--- src/design/lbs_pkg.sv ---
package lbs_pkg;

    localparam int WORDS = 12;   // matrix words per joint, 3 rows x 4 columns
    localparam int SLOTS = 4;    // joints blended per vertex

    // blended matrix and position travelling from front to back
    typedef struct packed {
        logic [WORDS-1:0][31:0] mat;
        logic [2:0][31:0]       pos;
    } t_blend;

endpackage

--- src/design/lbs_fifo.sv ---
module lbs_fifo #(
    parameter int DEPTH = 8
) (
    input  logic            i_clk,
    input  logic            i_rst_n,
    input  logic            i_push,
    input  lbs_pkg::t_blend i_data,
    input  logic            i_pop,
    output logic            o_valid,
    output lbs_pkg::t_blend o_data
);

    localparam int AW = $clog2(DEPTH);
    localparam int CW = $clog2(DEPTH + 1);

    lbs_pkg::t_blend r_mem [DEPTH];
    logic [AW-1:0]   r_wp, r_rp;
    logic [CW-1:0]   r_cnt;

    // no full check: the front holds a credit for every entry
    always_ff @(posedge i_clk) begin
        if (!i_rst_n) begin
            r_wp  <= '0;
            r_rp  <= '0;
            r_cnt <= '0;
        end else begin
            if (i_push) begin
                r_wp <= (int'(r_wp) == DEPTH - 1) ? '0 : r_wp + AW'(1);
            end
            if (i_pop) begin
                r_rp <= (int'(r_rp) == DEPTH - 1) ? '0 : r_rp + AW'(1);
            end
            if (i_push && !i_pop) begin
                r_cnt <= r_cnt + CW'(1);
            end else if (!i_push && i_pop) begin
                r_cnt <= r_cnt - CW'(1);
            end
        end
    end

    always_ff @(posedge i_clk) begin
        if (i_push) begin
            r_mem[r_wp] <= i_data;
        end
    end

    assign o_valid = (r_cnt != '0);
    assign o_data  = r_mem[r_rp];

endmodule

--- config.mk ---
export PLATFORM = sky130hd
export DESIGN_NAME = lbs_fifo
export DESIGN_NICKNAME = d
export VERILOG_FILES = /design/src/design/lbs_pkg.sv /design/src/design/lbs_fifo.sv
export SDC_FILE = /design/constraint.sdc
export NUM_CORES = 2
export LEC_CHECK = 0
export BUFFER_PORTS_ARGS = -buffer_cell sky130_fd_sc_hd__buf_2
export CORE_MARGIN = 4
export CORE_UTILIZATION = 54
export CTS_BUF_LIST = sky130_fd_sc_hd__clkbuf_8
export DETAILED_ROUTE_END_ITERATION = 8
export PLACE_DENSITY = 0.79
export SYNTH_ARGS = -nofsm -noshare
export SYNTH_HDL_FRONTEND = slang
export SYNTH_SLANG_ARGS = --single-unit
--- constraint.sdc ---
create_clock -name i_clk -period 46.9 [get_ports i_clk]
set_clock_uncertainty 0.1 [all_clocks]
set_input_delay 4.69 -clock i_clk [delete_from_list [all_inputs] [get_ports i_clk]]
set_output_delay 4.69 -clock i_clk [all_outputs]
set_load 0.05 [all_outputs]
==> flow_summary.toml <==
[pwr]
ir_worst_vdd_v = 0.0000384
p_switching_uw = 1730
pwr-share-seq = 0.548
p_leak_uw = 0.0526
internal_power_uw = 5350
netSwitchingFraction = 0.245
power.share.combinational = 0.093
powerDensity_mw_per_mm2 = 43.1
p_clk_frac = 0.359

[floorplanning]
std_cell_rows = 189
ios = 965
die_area_mm2 = 0.276
core_area_mm2 = 0.266
start_util = 0.543
die_w_um = 525
die_h_um = 525

[synth]
synth_common_cells = "edfxtp_1, mux4_2, mux2_2, clkbuf_1, buf_2"
yosysMostFrequentCell = "edfxtp_1"
syn-cell-area_mm2 = 0.144
synthCells = 5620
synth_flop_cell = "edfxtp_1"
avgSynthCellArea_um2 = 25.7
syn_nets = 6112
synth_top_area_frac = 0.798
synth-seq-cells = 3853
yosysSeqAreaShare = 0.800
ys_async_sr_fraction = 0
yosysWarnings = 0
synth_edf_count = 3840
synth_top_area_cell = "edfxtp_1"
synth_area_leaders = "edfxtp_1, mux4_2, mux2_2"
yosysUniqueCellTypes = 25

[route]
wl_per_cell_um = 28.5
drt_wl_total_um = 316000
first_iter_violations = 6937
vias = 66100
drc = 0
ant_nets = 0
avgViaCountPerCell = 5.96
drt_first_pass_iters = 5

[global_route]
grt_pass1_wl_um = 466000
grt_pass1_vias = 68800
antenna_found_initial = 163
grt_max_degree = 135
grt_use_total = 0.226
grt_overflow = 0

[critical_path]
crit_top_cell = "buf_4"
cp.depth = 7
cp_data_required_time_ns = 42.11
critPathMaxFanout = 70
rrSetupSlack_ns = 41.21
cp-end-kind = "output port"
cp-start-kind = "flop"
critPathKind = "reg2out"
worst-path-buf-inv = 5
cp_top_family = "buffers and inverters"
crit_chain = "buf_4, buf_4, buf_4, buf_4, mux4_2, mux2_2, buf_2"
arrival_ns = 6.74
cp_slowest_cell = "dfxtp_4"
rr_endpoint = "r_mem[2][351]"
slowest_delay_ns = 0.95
r2r_start = "r_wp[0]"
worstRegToRegCells = 7

[min_path]
holdCritPathClass = "reg2reg"
hp-start = "r_cnt[3]"
hold_depth = 2
min_to = "r_cnt[3]"

[sta]
fin_crit_ns = 11.53
hold_ws_ns = 0.390
rsz0062_at_grt = "no"
drv_slew = 0
fin_crit_sh = 0.246
tightest_slew_ns = 1.17
fmax_ghz = 0.0867
finalHoldViolations = 0
finalSetupTns_ns = 0
setup_viol = 0
relSlewSlack = 0.217

[clock_tree]
htreeDepth = 6
clk_pin_slew_ns = 0.06
cts_resized = 0
cts_tree = "built"
cts_inserted_buffers = 596
clock_path_buffers = 4
worstSkewPairLatency_ns = 1.10
root_buffer = "clkbuf_8"
post_cts_buffers = 0
numClockSinks = 3853
cts.hold.buffers_added = 0

[placement]
dp_hpwl_um = 183000
gp_congestion = 0.770
portBuffers = 964
dpl_cell_area_mm2 = 0.153

[final_layout]
area_growth_pct = 13.7
drive_gt1_frac = 0.434
final_cell_area_mm2 = 0.164
utilization = 0.618
layout.nets = 7507

[run]
maxCapViolations = 0

[run_status]
outcome = "completed"
## power by group through the flow
| stage | clock [µW] | combinational [µW] | sequential (µW) |
|---|---|---|---|
| global placement | 0 | 646 | 3950 |
| global route | 2780 | 687 | 3880 |
| finish | 2540 | 655 | 3880 |
| detailed placement | 0 | 657 | 3950 |
| CTS | 2600 | 660 | 3880 |
| floorplan | 0 | 459 | 4020 |
## worst register-to-register path, stage by stage (launching register included)
cell and delay, ns:
dfxtp_1 0.34, nand2b_1 0.33, nor2_4 0.47, buf_4 0.78, buf_4 0.94, buf_4 0.94, buf_4 0.71, buf_4 0.68
## kinds of logic after synthesis
logic type | count (synthesis) | synth area share
flip-flops | 3853 | 0.800
multiplexers | 1444 | 0.187
buffers and inverters | 272 | 0.0103
AND/OR/NAND/NOR | 33 | 0.00114
AO/OA/AOI/OAI | 8 | 0.000312
adder cells (fa/ha/maj) | 8 | 0.000745
XOR/XNOR | 2 | 0.000121
## sequential cells by signal, indices dropped and copies added, names as in the netlist, named ones only
signal	cells
r_cnt	4
r_wp	3
r_rp	3
r_mem	3840
## cell usage in the layout, fill, tap and decap left out, types with 3 or more instances in the layout
cell / Yosys / final
a21oi_1: 3 / 3
and2_1: 4 / 4
buf_12: 0 / 17
buf_2: 100 / 964
buf_4: 0 / 85
bufinv_16: 0 / 11
clkbuf_8: 0 / 602
clkinv_1: 0 / 138
clkinv_2: 0 / 46
clkinv_8: 0 / 7
clkinvlp_4: 0 / 15
dfxtp_1: 13 / 10
dfxtp_4: 0 / 3
diode_2: 0 / 99
edfxtp_1: 3840 / 3840
ha_1: 7 / 7
inv_1: 3 / 187
inv_12: 0 / 11
inv_6: 0 / 12
inv_8: 0 / 14
mux2_2: 480 / 480
mux2i_1: 4 / 4
mux4_2: 960 / 960
nand2_1: 7 / 7
nand2b_1: 4 / 4
nor2_4: 0 / 6
nor2b_1: 5 / 5
## through the flow
step	total power [µW]	worst slack, ns	instances
after floorplan	4480	7.86	5620
after global placement	4590	36.56	9950
after detailed placement	4610	36.47	9950
after CTS	7140	35.21	11000
after global routing	7350	35.04	11000
final	7080	35.37	11100
## layer usage
metal	vias up	share of wire	GRT usage
met5	-	0.0019	0
met4	96	0.036	0.0868
met3	681	0.11	0.0800
met2	3158	0.49	0.356
met1	34900	0.36	0.294
li1	27300	-	-
## layout make-up
type | instances | area, µm²
diodes | 99 | 248
fillers | 17100 | 102000
well taps | 3533 | 4420
clock buffers | 602 | 8290
flip-flops and latches | 3853 | 116000
inverters | 3 | 11.3
multi-input cells | 1495 | 27500
repair buffers | 1066 | 5800
clock inverters | 439 | 2460
## worst max-delay path by stage
stage                       end   start  slack (ns)
CTS                 o_data[181]    flop       35.21
global route        o_data[208]    flop       35.04
global placement    o_data[161]    flop       36.56
finish              o_data[181]    flop       35.37
floorplan           r_mem[0][0]  i_push        7.86
detailed placement  o_data[181]    flop       36.47
Power figures use the tool's default switching activity.
